### config.mk
export PLATFORM = sky130hd
export DESIGN_NAME = rect_subtract_largest_part
export DESIGN_NICKNAME = d
export VERILOG_FILES = /design/src/design/rslp_pkg.sv /design/src/design/rect_subtract_largest_part.sv
export SDC_FILE = /design/constraint.sdc
export NUM_CORES = 2
export LEC_CHECK = 0
export BUFFER_PORTS_ARGS = -buffer_cell sky130_fd_sc_hd__buf_2
export CAP_MARGIN = 5
export CORE_MARGIN = 3
export CORE_UTILIZATION = 50
export CTS_CLUSTER_SIZE = 25
export DETAILED_ROUTE_END_ITERATION = 12
export PLACE_DENSITY_LB_ADDON = 0.08
export SYNTH_ARGS = -nofsm -noshare
export SYNTH_HDL_FRONTEND = slang
export SYNTH_SLANG_ARGS = --single-unit
### constraint.sdc
create_clock -name clock -period 6.5 [get_ports clock]
set_input_delay 0.65 -clock clock [delete_from_list [all_inputs] [get_ports clock]]
set_output_delay 0.65 -clock clock [all_outputs]
set_load 0.005 [all_outputs]
### src/design/rslp_pkg.sv
`default_nettype none

package rslp_pkg;

   localparam int unsigned COORD_BITS_DEFAULT = 16;

   typedef enum logic [2:0] {
      KEPT_NONE   = 3'd0,
      KEPT_TOP    = 3'd1,
      KEPT_BOTTOM = 3'd2,
      KEPT_LEFT   = 3'd3,
      KEPT_RIGHT  = 3'd4,
      KEPT_EMPTY  = 3'd5
   } kept_type;

   typedef enum logic [1:0] {
      SIDE_TOP    = 2'd0,
      SIDE_BOTTOM = 2'd1,
      SIDE_LEFT   = 2'd2,
      SIDE_RIGHT  = 2'd3
   } side_type;

endpackage

`default_nettype wire

### src/design/rect_subtract_largest_part.sv
`default_nettype none

// Channel  Handshake              Word
// req      req_valid/req_ready    rectangles A and B (left, top, width, height)
// rsp      rsp_valid/rsp_ready    kept strip (left, top, width, height) and kept part
//
// One word is accepted per cycle while the output is not stalled; a result leaves through the stages below.
// The five register stages are edge sums, edge compares, the four area
// multipliers, the pairwise area select and the final select with the output register.
// Each stage advances when it is empty or when the stage after it advances,
// so a stalled output fills bubbles before req_ready drops.
// The synchronous reset clears all stage valid bits.

module rect_subtract_largest_part import rslp_pkg::*; #(
   parameter int unsigned COORD_BITS = COORD_BITS_DEFAULT
) (
   input  wire logic                         clock,
   input  wire logic                         reset,
   input  wire logic                         req_valid,
   output logic                              req_ready,
   input  wire logic signed [COORD_BITS-1:0] req_a_left,
   input  wire logic signed [COORD_BITS-1:0] req_a_top,
   input  wire logic        [COORD_BITS-2:0] req_a_width,
   input  wire logic        [COORD_BITS-2:0] req_a_height,
   input  wire logic signed [COORD_BITS-1:0] req_b_left,
   input  wire logic signed [COORD_BITS-1:0] req_b_top,
   input  wire logic        [COORD_BITS-2:0] req_b_width,
   input  wire logic        [COORD_BITS-2:0] req_b_height,
   output logic                              rsp_valid,
   input  wire logic                         rsp_ready,
   output logic signed [COORD_BITS:0]        rsp_out_left,
   output logic signed [COORD_BITS:0]        rsp_out_top,
   output logic        [COORD_BITS-2:0]      rsp_out_width,
   output logic        [COORD_BITS-2:0]      rsp_out_height,
   output logic        [2:0]                 rsp_kept_part
);

   localparam int unsigned CW = COORD_BITS;
   localparam int unsigned WW = COORD_BITS - 1;
   localparam int unsigned EW = COORD_BITS + 1;
   localparam int unsigned AW = 2 * (COORD_BITS - 1);

   logic v1_ff, v2_ff, v3_ff, v4_ff, v5_ff;
   logic en1, en2, en3, en4, en5;

   // Stage 1: sign-extended corners and far edges.
   logic signed [EW-1:0] al1_ff, at1_ff, bl1_ff, bt1_ff;
   logic signed [EW-1:0] ar1_ff, ab1_ff, br1_ff, bb1_ff;
   logic signed [EW-1:0] ar1_in, ab1_in, br1_in, bb1_in;
   logic [WW-1:0]        aw1_ff, ah1_ff;

   // Stage 2: overlap test, candidates and strip sizes.
   logic                 nov2_ff, nov2_in;
   logic [3:0]           cand2_ff, cand2_in;
   logic [WW-1:0]        size2_ff [4];
   logic [WW-1:0]        size2_in [4];
   logic signed [EW-1:0] al2_ff, at2_ff, br2_ff, bb2_ff;
   logic [WW-1:0]        aw2_ff, ah2_ff;

   // Stage 3: areas.
   logic [AW-1:0]        area3_ff [4];
   logic [AW-1:0]        area3_in [4];
   logic                 tbfirst3_ff, lrfirst3_ff;
   logic                 nov3_ff;
   logic [3:0]           cand3_ff;
   logic [WW-1:0]        size3_ff [4];
   logic signed [EW-1:0] al3_ff, at3_ff, br3_ff, bb3_ff;
   logic [WW-1:0]        aw3_ff, ah3_ff;

   // Stage 4: winners of the top/bottom pair and the left/right pair.
   logic                 sel01_ff, sel01_in, sel23_ff, sel23_in;
   logic [AW-1:0]        a01_ff, a01_in, a23_ff, a23_in;
   logic                 tbfirst4_ff, lrfirst4_ff;
   logic                 nov4_ff;
   logic [3:0]           cand4_ff;
   logic [WW-1:0]        size4_ff [4];
   logic signed [EW-1:0] al4_ff, at4_ff, br4_ff, bb4_ff;
   logic [WW-1:0]        aw4_ff, ah4_ff;

   // Stage 5: output register.
   logic signed [EW-1:0] left5_ff, left5_in, top5_ff, top5_in;
   logic [WW-1:0]        wid5_ff, wid5_in, hgt5_ff, hgt5_in;
   kept_type             kept5_ff, kept5_in;
   side_type             best;
   logic                 found;
   logic                 any01, any23;

   assign en5       = !v5_ff || rsp_ready;
   assign en4       = !v4_ff || en5;
   assign en3       = !v3_ff || en4;
   assign en2       = !v2_ff || en3;
   assign en1       = !v1_ff || en2;
   assign req_ready = en1;

   always_ff @(posedge clock) begin
      if (reset) begin
         v1_ff <= 1'b0;
         v2_ff <= 1'b0;
         v3_ff <= 1'b0;
         v4_ff <= 1'b0;
         v5_ff <= 1'b0;
      end else begin
         if (en1) v1_ff <= req_valid;
         if (en2) v2_ff <= v1_ff;
         if (en3) v3_ff <= v2_ff;
         if (en4) v4_ff <= v3_ff;
         if (en5) v5_ff <= v4_ff;
      end
   end

   always_comb begin
      ar1_in = {req_a_left[CW-1], req_a_left} + {2'b00, req_a_width};
      ab1_in = {req_a_top[CW-1], req_a_top} + {2'b00, req_a_height};
      br1_in = {req_b_left[CW-1], req_b_left} + {2'b00, req_b_width};
      bb1_in = {req_b_top[CW-1], req_b_top} + {2'b00, req_b_height};
   end

   always_ff @(posedge clock) begin
      if (en1) begin
         al1_ff <= {req_a_left[CW-1], req_a_left};
         at1_ff <= {req_a_top[CW-1], req_a_top};
         bl1_ff <= {req_b_left[CW-1], req_b_left};
         bt1_ff <= {req_b_top[CW-1], req_b_top};
         aw1_ff <= req_a_width;
         ah1_ff <= req_a_height;
         ar1_ff <= ar1_in;
         ab1_ff <= ab1_in;
         br1_ff <= br1_in;
         bb1_ff <= bb1_in;
      end
   end

   always_comb begin
      nov2_in = (br1_ff <= al1_ff) || (bb1_ff <= at1_ff) ||
                (bl1_ff >= ar1_ff) || (bt1_ff >= ab1_ff);
      cand2_in[SIDE_TOP]    = (bt1_ff > at1_ff) && (bt1_ff < ab1_ff);
      cand2_in[SIDE_BOTTOM] = (bb1_ff > at1_ff) && (bb1_ff < ab1_ff);
      cand2_in[SIDE_LEFT]   = (bl1_ff > al1_ff) && (bl1_ff < ar1_ff);
      cand2_in[SIDE_RIGHT]  = (br1_ff > al1_ff) && (br1_ff < ar1_ff);
      size2_in[SIDE_TOP]    = WW'(bt1_ff - at1_ff);
      size2_in[SIDE_BOTTOM] = WW'(ab1_ff - bb1_ff);
      size2_in[SIDE_LEFT]   = WW'(bl1_ff - al1_ff);
      size2_in[SIDE_RIGHT]  = WW'(ar1_ff - br1_ff);
   end

   always_ff @(posedge clock) begin
      if (en2) begin
         nov2_ff  <= nov2_in;
         cand2_ff <= cand2_in;
         size2_ff <= size2_in;
         al2_ff   <= al1_ff;
         at2_ff   <= at1_ff;
         br2_ff   <= br1_ff;
         bb2_ff   <= bb1_ff;
         aw2_ff   <= aw1_ff;
         ah2_ff   <= ah1_ff;
      end
   end

   always_comb begin
      area3_in[SIDE_TOP]    = AW'(aw2_ff) * AW'(size2_ff[SIDE_TOP]);
      area3_in[SIDE_BOTTOM] = AW'(aw2_ff) * AW'(size2_ff[SIDE_BOTTOM]);
      area3_in[SIDE_LEFT]   = AW'(size2_ff[SIDE_LEFT]) * AW'(ah2_ff);
      area3_in[SIDE_RIGHT]  = AW'(size2_ff[SIDE_RIGHT]) * AW'(ah2_ff);
   end

   always_ff @(posedge clock) begin
      if (en3) begin
         area3_ff    <= area3_in;
         tbfirst3_ff <= size2_ff[SIDE_TOP] > size2_ff[SIDE_BOTTOM];
         lrfirst3_ff <= size2_ff[SIDE_LEFT] > size2_ff[SIDE_RIGHT];
         nov3_ff     <= nov2_ff;
         cand3_ff    <= cand2_ff;
         size3_ff    <= size2_ff;
         al3_ff      <= al2_ff;
         at3_ff      <= at2_ff;
         br3_ff      <= br2_ff;
         bb3_ff      <= bb2_ff;
         aw3_ff      <= aw2_ff;
         ah3_ff      <= ah2_ff;
      end
   end

   // Within each pair the later strip wins unless the earlier one is strictly larger.
   always_comb begin
      sel01_in = cand3_ff[SIDE_BOTTOM] &&
                 !(cand3_ff[SIDE_TOP] && (area3_ff[SIDE_TOP] > area3_ff[SIDE_BOTTOM]));
      sel23_in = cand3_ff[SIDE_RIGHT] &&
                 !(cand3_ff[SIDE_LEFT] && (area3_ff[SIDE_LEFT] > area3_ff[SIDE_RIGHT]));
      a01_in   = sel01_in ? area3_ff[SIDE_BOTTOM] : area3_ff[SIDE_TOP];
      a23_in   = sel23_in ? area3_ff[SIDE_RIGHT] : area3_ff[SIDE_LEFT];
   end

   always_ff @(posedge clock) begin
      if (en4) begin
         sel01_ff    <= sel01_in;
         sel23_ff    <= sel23_in;
         a01_ff      <= a01_in;
         a23_ff      <= a23_in;
         tbfirst4_ff <= tbfirst3_ff;
         lrfirst4_ff <= lrfirst3_ff;
         nov4_ff     <= nov3_ff;
         cand4_ff    <= cand3_ff;
         size4_ff    <= size3_ff;
         al4_ff      <= al3_ff;
         at4_ff      <= at3_ff;
         br4_ff      <= br3_ff;
         bb4_ff      <= bb3_ff;
         aw4_ff      <= aw3_ff;
         ah4_ff      <= ah3_ff;
      end
   end

   // When only the two horizontal or only the two vertical strips qualify,
   // their sizes decide rather than their areas.
   always_comb begin
      any01 = cand4_ff[SIDE_TOP] || cand4_ff[SIDE_BOTTOM];
      any23 = cand4_ff[SIDE_LEFT] || cand4_ff[SIDE_RIGHT];
      found = 1'b1;
      best  = SIDE_TOP;
      if (cand4_ff == 4'b0011) begin
         best = tbfirst4_ff ? SIDE_TOP : SIDE_BOTTOM;
      end else if (cand4_ff == 4'b1100) begin
         best = lrfirst4_ff ? SIDE_LEFT : SIDE_RIGHT;
      end else if (any01 && any23) begin
         if (a01_ff > a23_ff) begin
            best = side_type'({1'b0, sel01_ff});
         end else begin
            best = side_type'({1'b1, sel23_ff});
         end
      end else if (any01) begin
         best = side_type'({1'b0, sel01_ff});
      end else if (any23) begin
         best = side_type'({1'b1, sel23_ff});
      end else begin
         found = 1'b0;
      end
   end

   always_comb begin
      left5_in = al4_ff;
      top5_in  = at4_ff;
      wid5_in  = aw4_ff;
      hgt5_in  = ah4_ff;
      kept5_in = KEPT_NONE;
      if (!nov4_ff) begin
         if (!found) begin
            wid5_in  = '0;
            hgt5_in  = '0;
            kept5_in = KEPT_EMPTY;
         end else begin
            case (best)
               SIDE_TOP: begin
                  hgt5_in  = size4_ff[SIDE_TOP];
                  kept5_in = KEPT_TOP;
               end
               SIDE_BOTTOM: begin
                  top5_in  = bb4_ff;
                  hgt5_in  = size4_ff[SIDE_BOTTOM];
                  kept5_in = KEPT_BOTTOM;
               end
               SIDE_LEFT: begin
                  wid5_in  = size4_ff[SIDE_LEFT];
                  kept5_in = KEPT_LEFT;
               end
               SIDE_RIGHT: begin
                  left5_in = br4_ff;
                  wid5_in  = size4_ff[SIDE_RIGHT];
                  kept5_in = KEPT_RIGHT;
               end
               default: begin
                  kept5_in = KEPT_EMPTY;
               end
            endcase
         end
      end
   end

   always_ff @(posedge clock) begin
      if (en5) begin
         left5_ff <= left5_in;
         top5_ff  <= top5_in;
         wid5_ff  <= wid5_in;
         hgt5_ff  <= hgt5_in;
         kept5_ff <= kept5_in;
      end
   end

   assign rsp_valid      = v5_ff;
   assign rsp_out_left   = left5_ff;
   assign rsp_out_top    = top5_ff;
   assign rsp_out_width  = wid5_ff;
   assign rsp_out_height = hgt5_ff;
   assign rsp_kept_part  = kept5_ff;

endmodule

`default_nettype wire

After elaboration in Yosys (flattened, before gate mapping):

Index checks and enable logic that the tools add are counted.

* equal/unequal tests: 5
* order comparisons: 17
* multipliers: 4
* reduce and logical (&&, ||, !) cells: 28
* muxes and demuxes: 29
* add/subtract/negate cells: 8
* bitwise logic cells: 1

Operators by type and width (number)
* multiplier 15 x 15 -> 30 bit: 4
* two-way mux 17 bit: 6
* > comparator 30 bit: 3
* adder 16 x 16 -> 17 bit: 4
* two-way mux 15 bit: 4
* two-way mux 30 bit: 2
* one-hot mux 15 bit (2 select lines): 2
* subtractor 15 bit: 4
* greater-or-equal comparator 16 x 17 -> 1 bit: 2
* > comparator 17 x 16 -> 1 bit: 2
* less-or-equal comparator 17 x 16 -> 1 bit: 2
* less-than comparator 16 x 17 -> 1 bit: 2
* less-than comparator 17 bit: 2
* > comparator 16 bit: 2
* > comparator 15 bit: 2
* two-way mux 2 bit: 6
* one-hot mux 3 bit (4 select lines): 1
* logical OR 1 bit: 10
* logical AND 1 bit: 9
* logical NOT 1 bit: 7
* two-way mux 1 bit: 7
* equality test 2 bit (second input constant): 2
* equality test 4 x 2 -> 1 bit (second input constant): 1
* equality test 4 bit (second input constant): 1
* 5 further kinds: 5

* output and inout port bits: 69
* flip-flop bits (word level): 903
* logic and storage cells: 161

Logic depth before layout (Yosys ltp):

* word-level depth: 10
* gate-level depth with buffers: 25

Worst setup path before layout:

Ideal clock, no wire load.

* path kind: input-to-reg
* start: input port rsp_ready
* end: register ah3_ff[0], enable pin
* arrival: 6.411 ns
* setup slack: -0.545 ns
* buffers on the path: 0
* cell stages on the path: 3
* setup time: 0.634 ns
* data required time: 5.866 ns
* cells stage by stage: nor2b_1 -> and3_1 -> inv_1

* longest elaborated chain between the ends: 3

Ends and longest elaborated chain
* start: declaration: line rect_subtract_largest_part.sv:30 `input wire logic rsp_ready,`
* logical OR 1 bit: line rect_subtract_largest_part.sv:88 `assign en5 = !v5_ff || rsp_ready;`
* logical OR 1 bit: line rect_subtract_largest_part.sv:89 `assign en4 = !v4_ff || en5;`
* logical OR 1 bit: line rect_subtract_largest_part.sv:90 `assign en3 = !v3_ff || en4;`
* via en3: line rect_subtract_largest_part.sv:44 `logic en1, en2, en3, en4, en5;`
* end signal: assignment: line rect_subtract_largest_part.sv:180 `ah3_ff <= ah2_ff;`
* end: declaration: line rect_subtract_largest_part.sv:68 `logic [WW-1:0] aw3_ff, ah3_ff;`

The timed path passes the listed nets, and every way through them passes these cells.
A chain may end at the register's enable or synchronous reset.

==> results by group <==
Outcome
  • Status: complete, no violations

Final layout
  • Area grow syn2layout: 11.57%
  • Layout cells sized above 1: 10.05%
  • Fill cells: 11796
  • Design area: 77640 sq um
  • Fin util: 56.33%
  • Area of the multi-input gates: 37730 sq um
  • # nets final: 7925
  • Register area: between 20000 and 30000 sq um

Synth
  • Synth unique cells: 86
  • Sequential area share after synthesis: 38.90%
  • Top FF cell, synth: edfxtp_1
  • Cells after Synth: about 6000
  • Avg Cell Area, Syn: 11.46 sq um
  • Yosys reg bits: 903
  • Top-count cell post-synth: inv_1
  • Ys async rst share: 0%
  • Synth warnings: 0
  • Most instantiated cells after synthesis: inv_1, edfxtp_1, ha_1
  • Post-Syn Area: between 60000 and 70000 sq um
  • EDFF count, synth: 898
  • Top cell type by total area after synthesis: edfxtp_1
  • Synth area leaders: edfxtp_1, fa_1, ha_1
  • Synth top area share: 38.75%
  • Net Count, Synth: 7599

Drt
  • Routed WL per cell: 22.20 microns
  • Routed WL: 183700 microns
  • Initial drt markers: 3123
  • Vias: 44558
  • Met2 wire len: 84150 microns
  • Met3 WL post-DR: 12450 microns
  • Vias per inst: 5.384
  • Met1 wire length: 82350 microns
  • Post-DRT Antenna Nets: 0
  • Uppermost layer routed: met4
  • Router iterations before antenna repair: 9
  • DRC Markers: 0

Setup path
  • FF-to-FF setup slack: 0.21 ns
  • WP data required: 6.92 ns
  • Critical-path top delay cell: fa_1
  • Crit-path max FO: 22
  • WP data arrival: 6.72 ns
  • Worst setup endpoint: area3_ff[88]
  • Worst setup startpoint: aw2_ff[12]
  • CP top delay family: adder cells
  • Crit-path cells: buf_12 -> and2_1 -> fa_1 -> inv_1 -> fa_1 -> inv_1 -> fa_1 -> fa_1 -> fa_1 -> inv_1 -> fa_1 -> inv_1 -> ha_1 -> a21o_1 -> a21oi_2 -> o211ai_1 -> nor3_2 -> o21bai_2 -> a221o_1 -> a311oi_2 -> a21oi_1 -> xnor2_1
  • Cell mode on critical path: fa_1
  • WS Path Type: reg2reg
  • Reg-to-Reg Start: aw2_ff[12]
  • R2R cell count: 22
  • Critical Path Start Type: flip-flop
  • WP buf/inv: 5
  • Max incr delay on CP: approximately 0.54 ns
  • Worst reg2reg path endpoint: area3_ff[88]
  • Crit end category: flip-flop
  • Worst path depth: 22

STA
  • Final Cycle Share: 96.83%
  • Rel. slew slack: 23.28%
  • Final worst path period need: 6.294 ns
  • Setup TNS Final: 0 ns
  • F_max: 158.9 MHz
  • Fin worst setup slack: 0.2060 ns
  • Final setup vio count: 0
  • Final hold vios: 0
  • Worst slew pin tran: between 1 and 1.5 ns
  • Slew Limit Fails: 0
  • Clk_skew: 0.05550 ns

Floorplan
  • Starting density of the core: 50.48%
  • Chip width: 379.1 microns
  • # IOs: approximately 200
  • Core area: 137800 sq um
  • Die ar.: around 140000 sq um
  • Num rows: 136
  • Die Ht: ~380 microns

Place
  • Pre-CTS WS: ~0.064 ns
  • Placed Area: 73910 sq um
  • Routability cong.: 0.8945
  • Port bufs: 196
  • Dpl hpwl: 145700 microns

CTS
  • CTS tree: yes
  • CTS H-tree depth: 3
  • Worst-Skew Late Latency: ~0.7 ns
  • Root Driver: clkbuf_16
  • Sink Count: 903
  • Cts bufs inserted: 99
  • Clk slew on worst S/H paths: 0.06 ns
  • Clk buf depth: 3

GRT
  • Initial antenna violation count: 6
  • Largest net degree at the start of global routing: around 150
  • Grt total ovfl: 0
  • First-pass GRT wire length: 280100 microns
  • Tot GR Track Use: a little over a quarter
  • Number of global-route vias before repair: 45835

Min path
  • Worst hold path type: in2reg
  • Hold Path Stages: 1

Flow run
  • Max cap viols: 0
-- layer usage --
| metal | GRT usage [%] | up-vias |
|---|---|---|
| li1 | - | 20708 |
| met1 | 36.99 | 22327 |
| met4 | 6.843 | 0 |
| met2 | 41.47 | 1293 |
| met5 | 0 | - |
| met3 | 4.863 | 230 |
-- through the flow --
| step | hold slack, ns | std cells |
|---|---|---|
| floorplan | 0.4003 | 6073 |
| global placement | 0.4002 | 8075 |
| detailed placement | 0.4045 | 8075 |
| CTS | 0.05735 | 8255 |
| global route | 0.1023 | 8272 |
| finish | 0.1348 | 8276 |
-- state kept, by name, indices dropped and copies added, names as in the netlist, 30 cells and up --
signal,flops
size2_ff,60
size4_ff,60
a01_ff,30
a23_ff,30
area3_ff,120
size3_ff,60
-- how the worst min path moves through the flow --
| stage | from | slack, ns | endpoint |
|---|---|---|---|
| detailed placement | ah1_ff[13] | 0.40 | ah2_ff[13] |
| global placement | bb3_ff[7] | 0.40 | bb4_ff[7] |
| floorplan | ah1_ff[0] | 0.40 | ah2_ff[0] |
| finish | req_b_left[0] | 0.13 | bl1_ff[0] |
| CTS | req_b_top[4] | 0.06 | bt1_ff[4] |
| global route | req_b_left[0] | 0.10 | bl1_ff[0] |
-- cell usage in the layout (no fill, tap or decap), types with 32 or more instances in the layout --
master / synthesis / routed
inv_1: 1147 / 1145
edfxtp_1: 898 / 898
ha_1: 722 / 717
fa_1: 676 / 674
and2_1: 542 / 538
nand2_1: 469 / 467
buf_2: 4 / 196
a21oi_1: 185 / 181
buf_4: 3 / 180
nor2_1: 170 / 170
xnor2_1: 151 / 151
a21o_1: 109 / 109
clkbuf_16: 0 / 101
o21ai_0: 79 / 77
mux2_1: 59 / 59
nor2b_1: 56 / 56
o21a_1: 53 / 53
nand4_1: 50 / 50
nor3_1: 49 / 45
nand3_1: 43 / 42
xor2_1: 35 / 35
a211oi_1: 34 / 33
mux2_2: 32 / 32
-- timing repair --
item                       4_1_cts  5_1_grt
gates resized for setup          0       34
setup buffers                    0       17
hold buffers                     0        0
setup endpoints to repair        0       33
-- logic make-up after synthesis --
logic type      after synthesis  synth area share (%)
buf+inv                    1326                 7.187
simple gates               1482                 10.94
xor+xnor                    186                 2.341
compound gates              683                 6.675
fa+ha+maj                  1398                 32.43
flops                       903                 38.90
mux                          95                 1.530
-- layout make-up --
cell class                      instances  share of cell area (%)
Timing Repair Buffer                  404                   3.681
Clock inverter                         68                   1.096
Sequential cell                       903                   34.86
Inverter                             1147                   5.554
Multi-Input combinational cell       3844                   48.59
Tap cell                             1794                   2.891
Antenna cell                            4                 0.01289
Clock buffer                          112                   3.309
-- worst reg2reg max path: stages (launching register included) --
cell and delay, ns:
edfxtp_1 0.41, buf_12 0.19, and2_1 0.19, fa_1 0.54, inv_1 0.06, fa_1 0.53, inv_1 0.05, fa_1 0.49
fa_1 0.46, fa_1 0.51, inv_1 0.05, fa_1 0.47, inv_1 0.05, ha_1 0.31, a21o_1 0.20, a21oi_2 0.14
o211ai_1 0.14, nor3_2 0.22, o21bai_2 0.10, a221o_1 0.36, a311oi_2 0.29, a21oi_1 0.12, xnor2_1 0.13
Power is not shown: default switching activity piles up to over one toggle a cycle in this logic, so the estimate is an artifact.
